## src/hdl/twil_pkg.sv

```systemverilog
// Shared types and constants of the trie insert and lookup engine.
package twil_pkg;

    localparam int MAX_NODES_DEF    = 4096;
    localparam int LETTER_COUNT_DEF = 27;

    localparam int FUNC_W   = 2;
    localparam int LETTER_W = 5;
    localparam int STATUS_W = 2;
    localparam int LETX_W   = 7;

    typedef enum logic [FUNC_W-1:0] {
        FUNC_INS_LETTER  = 2'd0,
        FUNC_LOOK_LETTER = 2'd1,
        FUNC_INS_FINISH  = 2'd2,
        FUNC_LOOK_FINISH = 2'd3
    } t_func;

    typedef enum logic [STATUS_W-1:0] {
        ST_OK     = 2'd0,
        ST_ABSENT = 2'd1,
        ST_FULL   = 2'd2
    } t_status;

    typedef enum logic [1:0] {
        S_CLEAR,
        S_IDLE,
        S_EXEC
    } t_state;

endpackage

```

## src/hdl/twil_if.sv

```systemverilog
// Valid/ready channel interfaces for letter items and word results.
interface twil_in_if
    import twil_pkg::*;
();
    logic                valid;
    logic                ready;
    logic [FUNC_W-1:0]   func;
    logic [LETTER_W-1:0] letter;

    modport source (output valid, output func, output letter, input ready);
    modport sink   (input valid, input func, input letter, output ready);
endinterface

interface twil_out_if
    import twil_pkg::*;
#(
    parameter int NODE_W = $clog2(MAX_NODES_DEF),
    parameter int CNT_W  = $clog2(MAX_NODES_DEF + 1)
) ();
    logic                valid;
    logic                ready;
    logic [STATUS_W-1:0] status;
    logic [NODE_W-1:0]   end_node;
    logic [CNT_W-1:0]    nodes_used;

    modport source (output valid, output status, output end_node, output nodes_used,
                    input ready);
    modport sink   (input valid, input status, input end_node, input nodes_used,
                    output ready);
endinterface

```

## src/hdl/twil_ctrl.sv

```systemverilog
// Sequencer of the trie engine: clearing pass, row read-modify-write, result register.
module twil_ctrl
    import twil_pkg::*;
#(
    parameter int MAX_NODES    = MAX_NODES_DEF,
    parameter int LETTER_COUNT = LETTER_COUNT_DEF,
    parameter int NW           = $clog2(MAX_NODES),
    parameter int CW           = $clog2(MAX_NODES + 1),
    parameter int DW           = LETTER_COUNT * NW + 1
) (
    input  logic          i_clk,
    input  logic          i_rst_n,
    twil_in_if.sink       i_in,
    twil_out_if.source    o_out,
    output logic          o_wr_en,
    output logic [NW-1:0] o_wr_addr,
    output logic [DW-1:0] o_wr_data,
    output logic          o_rd_en,
    output logic [NW-1:0] o_rd_addr,
    input  logic [DW-1:0] i_rd_data
);

    localparam int LW       = $clog2(LETTER_COUNT);
    localparam int PTR_BITS = LETTER_COUNT * NW;

    t_state                          r_state, n_state;
    logic [NW-1:0]                   r_clr_addr, n_clr_addr;
    t_func                           r_func;
    logic [LETTER_W-1:0]             r_letter;
    logic [NW-1:0]                   r_cursor, n_cursor;
    logic                            r_failed, n_failed;
    logic                            r_pool, n_pool;
    logic [CW-1:0]                   r_count, n_count;
    logic                            r_out_valid, n_out_valid;
    t_status                         r_out_status;
    logic [NW-1:0]                   r_out_end;
    logic [CW-1:0]                   r_out_used;

    logic                            w_in_xfer;
    logic                            w_exec_go;
    logic [LETTER_COUNT-1:0][NW-1:0] w_ptrs;
    logic                            w_mark;
    logic [LETX_W-1:0]               w_letx;
    logic                            w_letter_ok;
    logic [LW-1:0]                   w_idx;
    logic [NW-1:0]                   w_child;
    logic [NW-1:0]                   w_new;
    logic [LETTER_COUNT-1:0][NW-1:0] w_wr_ptrs;
    logic                            w_wr_mark;
    logic                            w_load;
    t_status                         w_status;
    logic [NW-1:0]                   w_end;

    assign w_in_xfer   = i_in.valid && i_in.ready;
    assign w_exec_go   = (r_func == FUNC_INS_LETTER) || (r_func == FUNC_LOOK_LETTER)
                         || !r_out_valid || o_out.ready;
    assign w_ptrs      = i_rd_data[PTR_BITS-1:0];
    assign w_mark      = i_rd_data[DW-1];
    assign w_letx      = LETX_W'(r_letter);
    assign w_letter_ok = w_letx < LETX_W'(LETTER_COUNT);
    assign w_idx       = w_letx[LW-1:0];
    assign w_child     = w_ptrs[w_idx];
    assign w_new       = r_count[NW-1:0];

    always_comb begin
        n_state = r_state;
        unique case (r_state)
            S_CLEAR: begin
                if (r_clr_addr == NW'(MAX_NODES - 1)) begin
                    n_state = S_IDLE;
                end
            end
            S_IDLE: begin
                if (w_in_xfer) begin
                    n_state = S_EXEC;
                end
            end
            S_EXEC: begin
                if (w_exec_go) begin
                    n_state = S_IDLE;
                end
            end
            default: n_state = S_CLEAR;
        endcase
    end

    always_comb begin
        i_in.ready = 1'b0;
        o_rd_en    = 1'b0;
        n_clr_addr = r_clr_addr;
        unique case (r_state)
            S_CLEAR: n_clr_addr = r_clr_addr + NW'(1);
            S_IDLE: begin
                i_in.ready = 1'b1;
                o_rd_en    = i_in.valid;
            end
            S_EXEC:  i_in.ready = 1'b0;
            default: i_in.ready = 1'b0;
        endcase
    end

    assign o_rd_addr = r_cursor;

    always_comb begin
        n_cursor  = r_cursor;
        n_failed  = r_failed;
        n_pool    = r_pool;
        n_count   = r_count;
        o_wr_en   = 1'b0;
        o_wr_addr = r_cursor;
        w_wr_ptrs = w_ptrs;
        w_wr_mark = w_mark;
        w_load    = 1'b0;
        w_status  = ST_OK;
        w_end     = '0;
        if (r_state == S_CLEAR) begin
            o_wr_en   = 1'b1;
            o_wr_addr = r_clr_addr;
            w_wr_ptrs = '0;
            w_wr_mark = 1'b0;
        end else if (r_state == S_EXEC && w_exec_go) begin
            case (r_func) inside
                FUNC_INS_LETTER, FUNC_LOOK_LETTER: begin
                    if (!r_failed) begin
                        if (!w_letter_ok) begin
                            n_failed = 1'b1;
                        end else if (w_child != '0) begin
                            n_cursor = w_child;
                        end else if (r_func == FUNC_LOOK_LETTER) begin
                            n_failed = 1'b1;
                        end else if (r_count >= CW'(MAX_NODES)) begin
                            n_pool   = 1'b1;
                            n_failed = 1'b1;
                        end else begin
                            n_count          = r_count + CW'(1);
                            o_wr_en          = 1'b1;
                            w_wr_ptrs[w_idx] = w_new;
                            n_cursor         = w_new;
                        end
                    end
                end
                default: begin
                    w_load   = 1'b1;
                    n_cursor = '0;
                    n_failed = 1'b0;
                    n_pool   = 1'b0;
                    if (r_pool) begin
                        w_status = ST_FULL;
                    end else if (r_failed) begin
                        w_status = ST_ABSENT;
                    end else if (r_func == FUNC_INS_FINISH) begin
                        o_wr_en   = 1'b1;
                        w_wr_mark = 1'b1;
                        w_end     = r_cursor;
                    end else if (w_mark) begin
                        w_end = r_cursor;
                    end else begin
                        w_status = ST_ABSENT;
                    end
                end
            endcase
        end
    end

    assign o_wr_data = {w_wr_mark, PTR_BITS'(w_wr_ptrs)};

    always_comb begin
        n_out_valid = r_out_valid;
        if (o_out.ready) begin
            n_out_valid = 1'b0;
        end
        if (w_load) begin
            n_out_valid = 1'b1;
        end
    end

    always_ff @(posedge i_clk) begin
        if (!i_rst_n) begin
            r_state     <= S_CLEAR;
            r_clr_addr  <= '0;
            r_cursor    <= '0;
            r_failed    <= 1'b0;
            r_pool      <= 1'b0;
            r_count     <= CW'(1);
            r_out_valid <= 1'b0;
        end else begin
            r_state     <= n_state;
            r_clr_addr  <= n_clr_addr;
            r_cursor    <= n_cursor;
            r_failed    <= n_failed;
            r_pool      <= n_pool;
            r_count     <= n_count;
            r_out_valid <= n_out_valid;
        end
    end

    always_ff @(posedge i_clk) begin
        if (w_in_xfer) begin
            r_func   <= t_func'(i_in.func);
            r_letter <= i_in.letter;
        end
        if (w_load) begin
            r_out_status <= w_status;
            r_out_end    <= w_end;
            r_out_used   <= r_count;
        end
    end

    assign o_out.valid      = r_out_valid;
    assign o_out.status     = r_out_status;
    assign o_out.end_node   = r_out_end;
    assign o_out.nodes_used = r_out_used;

    a_count_step: assert property (@(posedge i_clk) disable iff (!i_rst_n)
        $past(i_rst_n) && (r_count != $past(r_count)) |-> r_count == $past(r_count) + CW'(1))
        else $error("Node count changed by other than one allocation.");

    a_cursor_allocated: assert property (@(posedge i_clk) disable iff (!i_rst_n)
        CW'(r_cursor) < r_count)
        else $error("Cursor points at a node that was never allocated.");

    a_full_fails: assert property (@(posedge i_clk) disable iff (!i_rst_n)
        r_pool |-> r_failed)
        else $error("Pool exhaustion seen without failing the word.");

    a_result_from_finish: assert property (@(posedge i_clk) disable iff (!i_rst_n)
        $rose(r_out_valid) |-> $past(r_state == S_EXEC)
            && ($past(r_func) == FUNC_INS_FINISH || $past(r_func) == FUNC_LOOK_FINISH))
        else $error("Result produced by something other than a finish item.");

endmodule

```

## src/flat_wrapper.sv

```systemverilog
// flat-port wrapper written by rule: the top's interface ports become plain ports
module twil_ctrl_flat import twil_pkg::*;
#(
    parameter int MAX_NODES    = MAX_NODES_DEF,
    parameter int LETTER_COUNT = LETTER_COUNT_DEF,
    parameter int NW           = $clog2(MAX_NODES),
    parameter int CW           = $clog2(MAX_NODES + 1),
    parameter int DW           = LETTER_COUNT * NW + 1
)
  (i_clk, i_rst_n, o_wr_en, o_wr_addr, o_wr_data, o_rd_en, o_rd_addr, i_rd_data, i_in_valid, i_in_func, i_in_letter, i_in_ready, o_out_valid, o_out_status, o_out_end_node, o_out_nodes_used, o_out_ready);
  twil_in_if i_in_i ();
  twil_out_if o_out_i ();
  input  logic i_clk;
  input  logic i_rst_n;
  output logic o_wr_en;
  output logic [NW-1:0] o_wr_addr;
  output logic [DW-1:0] o_wr_data;
  output logic o_rd_en;
  output logic [NW-1:0] o_rd_addr;
  input  logic [DW-1:0] i_rd_data;
  input wire logic [$bits(i_in_i.valid)-1:0] i_in_valid;
  input wire logic [$bits(i_in_i.func)-1:0] i_in_func;
  input wire logic [$bits(i_in_i.letter)-1:0] i_in_letter;
  output wire logic [$bits(i_in_i.ready)-1:0] i_in_ready;
  output wire logic [$bits(o_out_i.valid)-1:0] o_out_valid;
  output wire logic [$bits(o_out_i.status)-1:0] o_out_status;
  output wire logic [$bits(o_out_i.end_node)-1:0] o_out_end_node;
  output wire logic [$bits(o_out_i.nodes_used)-1:0] o_out_nodes_used;
  input wire logic [$bits(o_out_i.ready)-1:0] o_out_ready;
  assign i_in_i.valid = i_in_valid;
  assign i_in_i.func = i_in_func;
  assign i_in_i.letter = i_in_letter;
  assign i_in_ready = i_in_i.ready;
  assign o_out_valid = o_out_i.valid;
  assign o_out_status = o_out_i.status;
  assign o_out_end_node = o_out_i.end_node;
  assign o_out_nodes_used = o_out_i.nodes_used;
  assign o_out_i.ready = o_out_ready;
  twil_ctrl #(.MAX_NODES(MAX_NODES), .LETTER_COUNT(LETTER_COUNT), .NW(NW), .CW(CW), .DW(DW)) u_core (.i_clk(i_clk), .i_rst_n(i_rst_n), .i_in(i_in_i), .o_out(o_out_i), .o_wr_en(o_wr_en), .o_wr_addr(o_wr_addr), .o_wr_data(o_wr_data), .o_rd_en(o_rd_en), .o_rd_addr(o_rd_addr), .i_rd_data(i_rd_data));
endmodule
```

## config.mk

```make
export PLATFORM = sky130hd
export DESIGN_NAME = twil_ctrl_flat
export DESIGN_NICKNAME = d
export VERILOG_FILES = /design/src/hdl/twil_pkg.sv /design/src/hdl/twil_if.sv /design/src/hdl/twil_ctrl.sv /design/src/flat_wrapper.sv
export SDC_FILE = /design/constraint.sdc
export NUM_CORES = 1
export LEC_CHECK = 0
export BUFFER_PORTS_ARGS = -buffer_cell sky130_fd_sc_hd__buf_2
export CAP_MARGIN = 20
export CORE_AREA = 4 4 279 281
export DETAILED_ROUTE_END_ITERATION = 6
export DIE_AREA = 0 0 283 285
export GPL_ROUTABILITY_DRIVEN = 0
export PLACE_DENSITY = 0.37
export SLEW_MARGIN = 25
export SYNTH_ARGS = -nofsm -noshare
export SYNTH_HDL_FRONTEND = slang
export SYNTH_SLANG_ARGS = --single-unit
```

## constraint.sdc

```tcl
create_clock -name i_clk -period 3.35 [get_ports i_clk]
set_input_delay 0.1675 -clock i_clk [delete_from_list [all_inputs] [get_ports i_clk]]
set_output_delay 0.1675 -clock i_clk [all_outputs]
set_load 0.05 [all_outputs]
```

=== Word-level counts from Yosys, hierarchy flattened ===
Index checks and enable logic that the tools add are counted.

* Bitwise logic cells: 6
* $add $sub $neg: 2
* Eq/ne operators: 15
* Reductions and logical operators: 20
* Order comparisons: 4
* Mux-type cells: 66

{| class="wikitable"
|+ Operator list
! cell !! count
|-
| two-way mux 324 bit || 8
|-
| bitwise mux 324 bit || 1
|-
| two-way mux 12 bit || 11
|-
| binary-select mux 12 bit (select 5 bit) || 1
|-
| demux 12 bit (select 5 bit) || 1
|-
| two-way mux 1 bit || 37
|-
| adder 13 x 1 -> 13 bit (second input constant) || 1
|-
| >= comparator 13 bit (second input constant) || 1
|-
| adder 12 x 1 -> 12 bit (second input constant) || 1
|-
| equality test 12 bit (second input constant) || 1
|-
| two-way mux 2 bit || 6
|-
| nonzero test 12 bit || 1
|-
| != test 2 x 1 -> 1 bit (second input constant) || 5
|-
| AND reduction 8 bit || 1
|-
| AND reduction 7 bit || 1
|-
| less-than comparator 5 x 6 -> 1 bit (second input constant) || 1
|-
| != test 2 bit (second input constant) || 3
|-
| NOT 1 bit || 6
|-
| one-hot mux 2 bit (3 select lines) || 1
|-
| AND reduction 6 bit || 1
|-
| OR reduction 6 bit || 1
|-
| >= comparator 5 x 1 -> 1 bit (second input constant) || 1
|-
| less-than comparator 5 bit (second input constant) || 1
|-
| OR reduction 5 bit || 1
|-
| other kinds (13) || 20
|}

* Output and inout port bits: 380
* Bits of input ports: 336
* Word-level logic and storage cells: 126
* Bits in registers: 76

=== Depth between registers and ports, before layout ===
Gate-level depths: netlist of run 1.

* Depth after elaboration: 13
* Depth in mapped cells: 15
* Gate-level depth less buffers: 8

=== Worst setup path before layout of run 1 ===
No wires, ideal clock.

* Path type: register -> output
* From: reg u_core.r_letter[1]
* To: out o_wr_data[158]
* Cell stages (with the launch flop): 13
* Buffers on the path: 4
* Arrival: 3.995 ns
* Data required time: 3.182 ns
* Setup slack: -0.813 ns
* Cells stage by stage: edfxtp_1 buf_2 buf_2 mux2i_1 o22ai_1 nor4_1 nand4_1 or4_1 nor4_4 buf_6 nand3_1 clkbuf_1 o21ai_0

* Cells in the longest elaborated chain, start to end: 13
* Elaborated cells between the ends (all ways): 18
* Classes of those cells: 3 x order compare; 13 x mux; 2 x reduce/logical

{| class="wikitable"
|+ RTL lines
! element !! line !! RTL
|-
| start, declared || twil_ctrl.sv:29 || <nowiki>logic [LETTER_W-1:0] r_letter;</nowiki>
|-
| start signal, assigned || twil_ctrl.sv:200 || <nowiki>r_letter <= i_in.letter;</nowiki>
|-
| less-than comparator 5 x 6 -> 1 bit (not written as such) or >= comparator 5 x 1 -> 1 bit (tied branches) || twil_ctrl.sv:137 || <nowiki>w_wr_ptrs[w_idx] = w_new;</nowiki>
|-
| logical AND 1 bit (not written as such) || twil_ctrl.sv:137 ||
|-
| two-way mux 12 bit (not written as such) || twil_ctrl.sv:137 ||
|-
| demux 12 bit (select 5 bit) || -- ||
|-
| bitwise mux 324 bit || twil_ctrl.sv:137 ||
|-
| two-way mux 324 bit || twil_ctrl.sv:131 || <nowiki>end else if (r_count >= CW'(MAX_NODES)) begin</nowiki>
|-
| two-way mux 324 bit || twil_ctrl.sv:129 || <nowiki>end else if (r_func == FUNC_LOOK_LETTER) begin</nowiki>
|-
| two-way mux 324 bit || twil_ctrl.sv:127 || <nowiki>end else if (w_child != '0) begin</nowiki>
|-
| two-way mux 324 bit * || twil_ctrl.sv:125 || <nowiki>if (!w_letter_ok) begin</nowiki>
|-
| two-way mux 324 bit * || twil_ctrl.sv:124 || <nowiki>if (!r_failed) begin</nowiki>
|-
| two-way mux 324 bit * || twil_ctrl.sv:122 || <nowiki>case (r_func) inside</nowiki>
|-
| two-way mux 324 bit * || twil_ctrl.sv:121 || <nowiki>end else if (r_state == S_EXEC && w_exec_go) begin</nowiki>
|-
| two-way mux 324 bit * || twil_ctrl.sv:116 || <nowiki>if (r_state == S_CLEAR) begin</nowiki>
|-
| end, declared || flat_wrapper.sv:17 || <nowiki>output logic [DW-1:0] o_wr_data;</nowiki>
|}

Mark *: on every way between the ends. The rest lies on a longest branch, timed or not. The select of a mux whose other input is x is not followed.

=== Worst setup path in the final report of run 1 ===
* From: reg u_core.r_letter[1]
* To: out o_wr_data[64]

The elaborated chain is that of the path after synthesis.

==> results by stage, run 1 <==
Clock tree:
- The root buffer selected by CTS is sky130_fd_sc_hd__clkbuf_16.
- The CTS tree is built.
- TritonCTS created 9 clock buffers.
- The H-tree depth is 3.
- CTS saw 76 sinks.
- The clock reaches the later pin of the worst-skew pair after 0.36 ns.
- Counting along the longest clock path gives a buffer depth of 2.
- After clock tree synthesis, the clock-pin slew on the worst setup and hold paths is 0.06 ns.

Global routing:
- The total overflow left after global routing is 0.
- The via count of the first global-routing pass is 17100.
- The largest net degree at the start of global routing is 113.
- The wire length of the first global-routing pass is 141000 um.
- For this run, the total global-route usage over all layers was measured as 0.246.
- The initial antenna violation count is 12.

Placement:
- The total cell area at the placement stage is 0.0212 mm2.
- The wire-length estimate of the detail-placed layout is 83100 um.
- The placed cell count is 3347.
- OpenSTA, run right after detailed placement, puts the worst setup slack at -1.05 ns.
- In this run the tool buffered the top-level ports with 715 buffer cells.

Routing:
- The count of nets left with antenna violations after detail routing is 0.
- After detailed routing, the number of remaining DRC violations is 0.
- The detailed router finished its first iteration with 832 violations.
- In the routed layout, each cell is associated on average with a via count of 4.77.
- The routed wire length per instance is 31.1 um.
- The routed design has 107000 um of wire.
- The total number of vias is 16300.
- The first-pass detailed-route iteration total is 5.

Logic synthesis:
- The cell count after synthesis is 1511.
- Yosys attributes the largest share of cell area to sky130_fd_sc_hd__nand2_1, sky130_fd_sc_hd__o21ai_0, sky130_fd_sc_hd__mux2i_1.
- In this run the cell area of the synthesized design comes to 0.0101 mm2.
- The proportion of register bits with asynchronous set or reset after synthesis is 0.
- The sequential-to-total area share from yosys stat is 0.185.
- The share of synthesized area in the top cell type comes to 0.162.
- The synthesized design spends more area on one cell type than any other, namely sky130_fd_sc_hd__nand2_1.
- The total of flip-flops plus latches after synthesis is 76.
- The leading register cell type out of synthesis is sky130_fd_sc_hd__dfxtp_1.
- The distinct cell type count after synthesis is 75.
- Counting every net in the synthesized netlist gives 1850.
- The average cell area after synthesis is 6.66 um2.
- The total of warnings raised by yosys is 0.
- Counting flops with a built-in enable in the synthesized netlist gives 34.

Pwr:
- IR analysis of the VDD net gives a maximum drop of 0.000221 V.
- After layout, the design draws a total of 2730 uW.
- Dividing total power by cell area gives a power density of 107 mW/mm2.
- Summed over all cells, the static leakage comes to 0.0100 uW.

Job:
- The number of max-cap violations is 0.

Floorplanning:
- During I/O placement, the number of pins put on the boundary was 716.
- The initial core utilization is 0.133.
- The core area is 0.0754 mm2.
- The floorplan step defined a die boundary enclosing 0.0807 mm2.
- The floorplan step set the die height to 285 um.
- The cell row count is 101.
- The floorplan step set the die width to 283 um.

STA:
- The final number of hold-violating endpoints came to 0.
- The worst path in the final design needs a cycle of 4.41 ns, including I/O delays and setup.
- At the pin with the least slew margin, the transition time is 0.852 ns.
- Derived from the worst setup path, the maximum achievable clock frequency is 0.227 GHz.
- Dividing the final minimum period by the clock period gives 1.32.
- The minimum setup slack in the final design is -1.06 ns.
- The count of pins over their slew limit is 0.
- The clock tree skew after final layout is 0.00587 ns.
- Setup repair after global routing could not meet its margin everywhere.
- The count of final setup violators is 352.
- The normalized max-slew margin is 0.431.

Critical path:
- Counting stages on the worst path, the most repeated cell is sky130_fd_sc_hd__buf_12.
- The critical path goes through buf_12 > buf_16 > mux4_2 > mux2i_2 > buf_4 > o221ai_4 > or4_4 > nor4_4 > buf_4 > buf_12 > buf_12 > nand2_8 > buf_16 > o21ai_4 > buf_8.
- In this run the worst path has a maximum fanout of 8.
- Data on the critical path is required at its endpoint by 3.18 ns.
- The critical path is of the reg2out type.
- Data arrives at the worst endpoint at 4.25 ns.
- Tracing the worst setup path back leads to its startpoint at u_core.r_letter[1].
- The register-to-register setup slack is -0.37 ns.
- The worst setup path is launched from a flop.
- The critical path capture point type is an output pin.
- The launch instance of the worst register-to-register path is u_core.r_letter[1].
- The delay of the slowest critical-path stage is 0.59 ns.
- Among all stages on the critical path, the largest delay is contributed by sky130_fd_sc_hd__or4_4.

Outcome:
- The final reports fail on negative setup slack.
- The run finished, with violations left.

Finish:
- Summing all flip-flop and latch instances after layout gives 0.00186 mm2.
- Fill cells in the final layout number 7773.
- The total number of nets in the final design is 2774.
- With fillers left out, the area of the finished cells amounts to 0.0255 mm2.
- The final cell count without fillers is 3423.
- In the final layout, the share of cells above drive strength 1 is 0.625.
- In the final layout, the multi-input gates occupy 0.0114 mm2.
- The area overhead of the layout relative to synthesis is 154%.

Worst hold path:
- The class of the tightest hold or removal check is in2reg.
- The start point of the worst hold path is i_in_letter[1].
## where the power goes
part,internal [uW],switching (uW),leakage (uW),total [uW]
Clock,656,431,0.000160,1090
Sequential,964,3.88,0.000641,968
Combinational,311,366,0.00922,678
Total,1930,801,0.0100,2730
## critical path, delay by kind of cell, from the launching register on
kind / cells / cell delay [ns]
and+or+nand+nor: 3 / 1.01
DFF: 1 / 0.37
muxes: 2 / 0.78
buffers and inverters: 8 / 1.36
AOI/OAI and AO/OA: 2 / 0.31
## synth_stat cells (4+ instances only)
master	instances
sky130_fd_sc_hd__buf_6	9
sky130_fd_sc_hd__o21ai_1	20
sky130_fd_sc_hd__nand3_1	18
sky130_fd_sc_hd__nor2b_1	20
sky130_fd_sc_hd__nand4_1	9
sky130_fd_sc_hd__nor4_1	13
sky130_fd_sc_hd__mux2_2	4
sky130_fd_sc_hd__dfxtp_1	42
sky130_fd_sc_hd__nand2b_1	17
sky130_fd_sc_hd__xnor2_1	7
sky130_fd_sc_hd__nand2_1	435
sky130_fd_sc_hd__buf_2	17
sky130_fd_sc_hd__o211ai_1	5
sky130_fd_sc_hd__mux2i_1	116
sky130_fd_sc_hd__o21ai_0	293
sky130_fd_sc_hd__a31oi_1	24
sky130_fd_sc_hd__buf_1	4
sky130_fd_sc_hd__nor2_1	57
sky130_fd_sc_hd__buf_4	11
sky130_fd_sc_hd__a22o_1	4
sky130_fd_sc_hd__a211oi_1	7
sky130_fd_sc_hd__edfxtp_1	34
sky130_fd_sc_hd__a21oi_1	11
sky130_fd_sc_hd__o21a_1	5
sky130_fd_sc_hd__and3_1	15
sky130_fd_sc_hd__a22oi_1	8
sky130_fd_sc_hd__a21boi_0	5
sky130_fd_sc_hd__inv_1	12
sky130_fd_sc_hd__or3_1	5
sky130_fd_sc_hd__nor3_1	10
sky130_fd_sc_hd__o22ai_1	31
sky130_fd_sc_hd__a41oi_1	11
sky130_fd_sc_hd__mux4_2	23
sky130_fd_sc_hd__clkbuf_1	107
sky130_fd_sc_hd__and2_1	24
sky130_fd_sc_hd__nor3b_1	4
sky130_fd_sc_hd__or4b_2	4
sky130_fd_sc_hd__o2bb2ai_1	15
## layer usage
layer,global-route usage,vias up,wire [um]
met5,0,-,49
met4,0.0556,10,3220
met3,0.0424,123,5180
met2,0.455,677,54500
met1,0.297,8222,43600
li1,-,7296,-
## logic make-up (layout without fill, tap and decap cells)
| family | count (synthesis) | after routing | synth area share |
|---|---|---|---|
| xor gates and xnor gates | 7 | 7 | 0.00609 |
| muxes | 144 | 144 | 0.173 |
| adders and majority gates | 3 | 3 | 0.00373 |
| and+or+nand+nor | 659 | 659 | 0.294 |
| other | 0 | 5 | 0 |
| DFF | 76 | 76 | 0.185 |
| buffers and inverters | 161 | 1090 | 0.0741 |
| AOI/OAI and AO/OA | 461 | 461 | 0.264 |
## state kept, by name, summed over array words and instances, names as in the netlist
signal,count
u_core.r_failed,1
u_core.r_clr_addr,12
u_core.o_out.status,2
u_core.r_count,13
u_core.r_pool,1
u_core.r_func,2
u_core.r_letter,5
u_core.o_out.nodes_used,13
u_core.r_state,2
u_core.o_rd_addr,12
u_core.o_out.end_node,12
u_core.o_out.valid,1
## through the flow
stage / utilization / setup TNS (ns) / hold WS [ns]
global placement: 0.281 / -300.67 / 0.349
CTS: 0.329 / -318.95 / 0.0560
finish: 0.339 / -308.86 / 0.0493
global route: 0.339 / -343.63 / 0.0491
floorplan: - / -44.73 / 0.266
detailed placement: 0.281 / -320.53 / 0.349
## layout make-up
class / count / area share
clock inverters: 7 / 0.00377
diodes: 5 / 0.000490
repair buffers: 1062 / 0.420
inverters: 12 / 0.00176
multi-input cells: 1274 / 0.444
well taps: 978 / 0.0479
clock buffers: 9 / 0.00882
flip-flops and latches: 76 / 0.0729
## cell usage in the layout, fill, tap and decap left out, drive strengths merged, types with 23 or more instances in the layout
cell type / n
mux4: 23
nand2: 436
nor2: 57
edfxtp: 34
a31oi: 24
o22ai: 31
and2: 26
mux2i: 116
dfxtp: 42
o21ai: 313
buf: 1049
## path summary, 6_finish.rpt
check,end,cells after the start
setup reg to reg,u_core.r_count[0],13
setup / recovery,o_wr_data[64],15
hold reg to reg,u_core.r_clr_addr[11],2
hold / removal,u_core.r_letter[1],1
## repair_timing
item | 4_1_cts | 5_1_grt
pin swaps | 71 | 47
hold buffers | 6 | 0
gates resized for setup | 626 | 133
setup buffers | 27 | 4
setup endpoints to repair | 352 | 352
cloned | 20 | 6
endpoints found under the hold margin | 6 | 0
Power figures use the tool's default switching activity.
==> run 2, diff against run 1 <==
Settings changed: BUFFER_PORTS_ARGS -buffer_cell sky130_fd_sc_hd__buf_2 to default, CORE_AREA 4 4 279 281 to 4 4 277 279, DIE_AREA 0 0 283 285 to 0 0 281 283, DONT_BUFFER_PORTS from default to 1, PLACE_DENSITY 0.37 to 0.3.
Clock period 3.35 ns to 5.2 ns, I/O delays scaled along.
==> run 2 against run 1 <==
Against the previous run: the run now ends clean; register-to-register slack improved by 1.2 ns; clock power shrank 33%; combinational power is 75% lower; hold slack got worse by 0.025 ns; cell area decreased by 44%; critical path depth stayed put; total power is 44% lower; die area down 1.4%; largest cell class unchanged.
==> results by stage, run 2 (same netlist as run 1, synthesis figures left out) <==
Routing:
- After detailed routing, the total wire length is 98700 um.
- After the first detailed-routing iteration, the DRC count stood at 1415.
- Using the TritonRoute via totals, the vias-per-cell ratio works out to 5.02.
- The detailed router placed 13900 vias in this run.
- In the routed design, unresolved DRC markers number 0.
- Before antenna repair, the detailed router went through 7 iterations.
- The detail route stage leaves a number of antenna-violating nets equal to 0.
- The routed wire length per instance is 35.6 um.

Global routing:
- The via count of the first global-routing pass was 13500.
- The wire length of the first global-routing pass is 128000 um.
- The initial antenna violation count came to 8.
- The total overflow reported by the global router is 0.
- Across every metal layer, demand over resource in global routing totals 0.234.
- The largest net degree at the start of global routing is 180.

Critical path:
- The worst path buffer plus inverter count is 7.
- The type of element launching the critical path is a flop.
- The maximum net fanout on the critical path is 23.
- The delay of the slowest critical-path stage is 0.57 ns.
- The worst setup path is captured at an output pin.
- By startpoint and endpoint, the worst setup path is classified as reg2out.
- The critical path data arrival time is 4.90 ns.
- The library cell contributing the largest single delay on the critical path is sky130_fd_sc_hd__or4_4.
- The required time of the critical path is 4.94 ns.
- On the critical path the largest part of the delay comes from buffers and inverters.
- Traced cell by cell, the critical path runs through buf_12 > buf_6 > mux2i_2 > buf_4 > o22ai_1 > nor4_2 > buf_4 > o211ai_1 > or4_4 > nor4_4 > buf_6 > nand2_1 > buf_6 > o21ai_1 > buf_4.

Finish:
- After the last flow step, the layout net total stands at 2125.
- The top cell types in the final layout, fill and taps aside, are sky130_fd_sc_hd__nand2_1, sky130_fd_sc_hd__buf_4, sky130_fd_sc_hd__o21ai_1, sky130_fd_sc_hd__mux2i_1, sky130_fd_sc_hd__nor2_1.
- The ratio of cells with drive above 1 in the final layout is 0.274.
- The final standard cell utilization of the core is 0.193.
- The library cell used most frequently in the layout, excluding fill and tap cells, is sky130_fd_sc_hd__nand2_1.
- Compared with the post-synthesis result, the final layout area differs by 42.6%.

STA:
- At the pin with the least slew margin, the transition time is 1.11 ns.
- Setup violations remaining at the end of the flow were counted as 0.
- The final number of hold-violating endpoints was 0.
- Setup repair after global routing left no endpoint under its margin.
- The normalized max-slew margin is 0.257.
- The clock tree skew after final layout is 0.0279 ns.
- The worst path needs 5.16 ns of the cycle, external delays included.
- Of the available clock period, the critical path in the final layout requires 0.993.
- The count of pins over their slew limit is 0.
- After layout, the worst setup slack is 0.0362 ns.
- Summed over all failing endpoints, the final setup total negative slack is 0 ns.
- Based on the critical path, the design can be clocked at up to 0.194 GHz.

Floorplanning:
- For this configuration, the core starts out at a cell density of 0.136.
- The floorplan step defined a core boundary enclosing 0.0742 mm2.
- After floorplanning, the core was divided into 100 placement rows.
- Measured along the x axis, the die boundary spans 281 um.
- The I/O pin count is 716.
- The height of the die is 283 um.
- The area enclosed by the die boundary is 0.0795 mm2.

Pwr:
- The total power divided by cell area is 106 mW/mm2.
- IR analysis of the VDD net gives a maximum drop of 0.000172 V.
- The total power draw is 1520 uW.
- In this run the static leakage power is 0.00535 uW.

Worst hold path:
- The class of the tightest hold or removal check is in2reg.

Clock tree:
- The CTS tree is built.
- The tree is rooted in a sky130_fd_sc_hd__clkbuf_16.
- After clock tree synthesis, the clock-pin slew on the worst setup and hold paths is 0.09 ns.
- Counting every sink on the clock net gives 76.
- The H-tree depth is 3.
- In this run, CTS created clock tree buffers numbering 9.
- The clock passes through at most 2 buffers.
- The clock insertion delay at the later pin of the skew report is 0.39 ns.

Outcome:
- The flow ran to the end, and the final reports show no timing, DRC or antenna violations.

Placement:
- Buffers placed on the I/O ports in this run total 0.
- The placed wire-length estimate after detailed placement is 81700 um.
- The post-placement worst setup slack is 0.189 ns.

Job:
- Across the run, the number of max-cap violations was 0.
==> run 2: cell types whose count changed in the layout (fill, tap and decap cells not counted), moves of 34 or more <==
cell	previous run	this run
sky130_fd_sc_hd__buf_12	178	12
sky130_fd_sc_hd__buf_2	390	0
sky130_fd_sc_hd__buf_4	265	388
sky130_fd_sc_hd__buf_6	139	4
sky130_fd_sc_hd__buf_8	57	0
sky130_fd_sc_hd__mux2i_1	79	113
sky130_fd_sc_hd__o21ai_1	3	296
sky130_fd_sc_hd__o21ai_2	42	3
sky130_fd_sc_hd__o21ai_4	258	2
==> run 2: final timing paths <==
path / from / endpoint / slack [ns] / cells past startpoint
setup / recovery: u_core.r_letter[1] / o_wr_data[320] / 0.04 / 15
hold / removal: i_rst_n / u_core.r_clr_addr[11] / 0.02 / 1
setup reg to reg: u_core.r_letter[1] / u_core.r_count[0] / 0.83 / 14
hold reg to reg: u_core.r_clr_addr[11] / u_core.r_clr_addr[11] / 0.50 / 2
==> run 2: final cells by class <==
type                            count  area [um2]
Antenna cell                       12        30.0
Clock buffer                        9         225
Clock inverter                      7        90.1
Fill cell                        8518       59800
Inverter                           12        45.0
Multi-Input combinational cell   1274        7580
Sequential cell                    76        1860
Tap cell                          969        1210
Timing Repair Buffer              413        3300
==> run 2: where the power goes <==
part	internal [uW]	switching, uW
registers	621	2.57
logic	62.8	109
clock network	387	342
==> run 2: what timing repair did <==
action	CTS	global route
cloned	0	1
buffers inserted	0	5
hold buffers	8	0
gates resized for setup	6	11
pin swaps	0	1
endpoints found under the setup margin	229	148
hold endpoints to repair	17	0
==> run 2: per-layer routing <==
metal | wire length [um] | track usage | vias to the layer above
met1 | 38600 | 0.284 | 6982
met3 | 8080 | 0.0560 | 114
met5 | 42 | 0 | -
met2 | 49800 | 0.422 | 834
met4 | 2220 | 0.0432 | 6
li1 | - | - | 5973
==> run 2: through the flow <==
step / area (um2) / cells / hold WS (ns)
after CTS: 14200 / 2754 / 0.00596
after global placement: 13800 / 2730 / 0.359
after floorplan: 10100 / 1511 / 0.359
after global routing: 14300 / 2764 / 0.00693
final: 14400 / 2772 / 0.0246
after detailed placement: 13800 / 2730 / 0.359
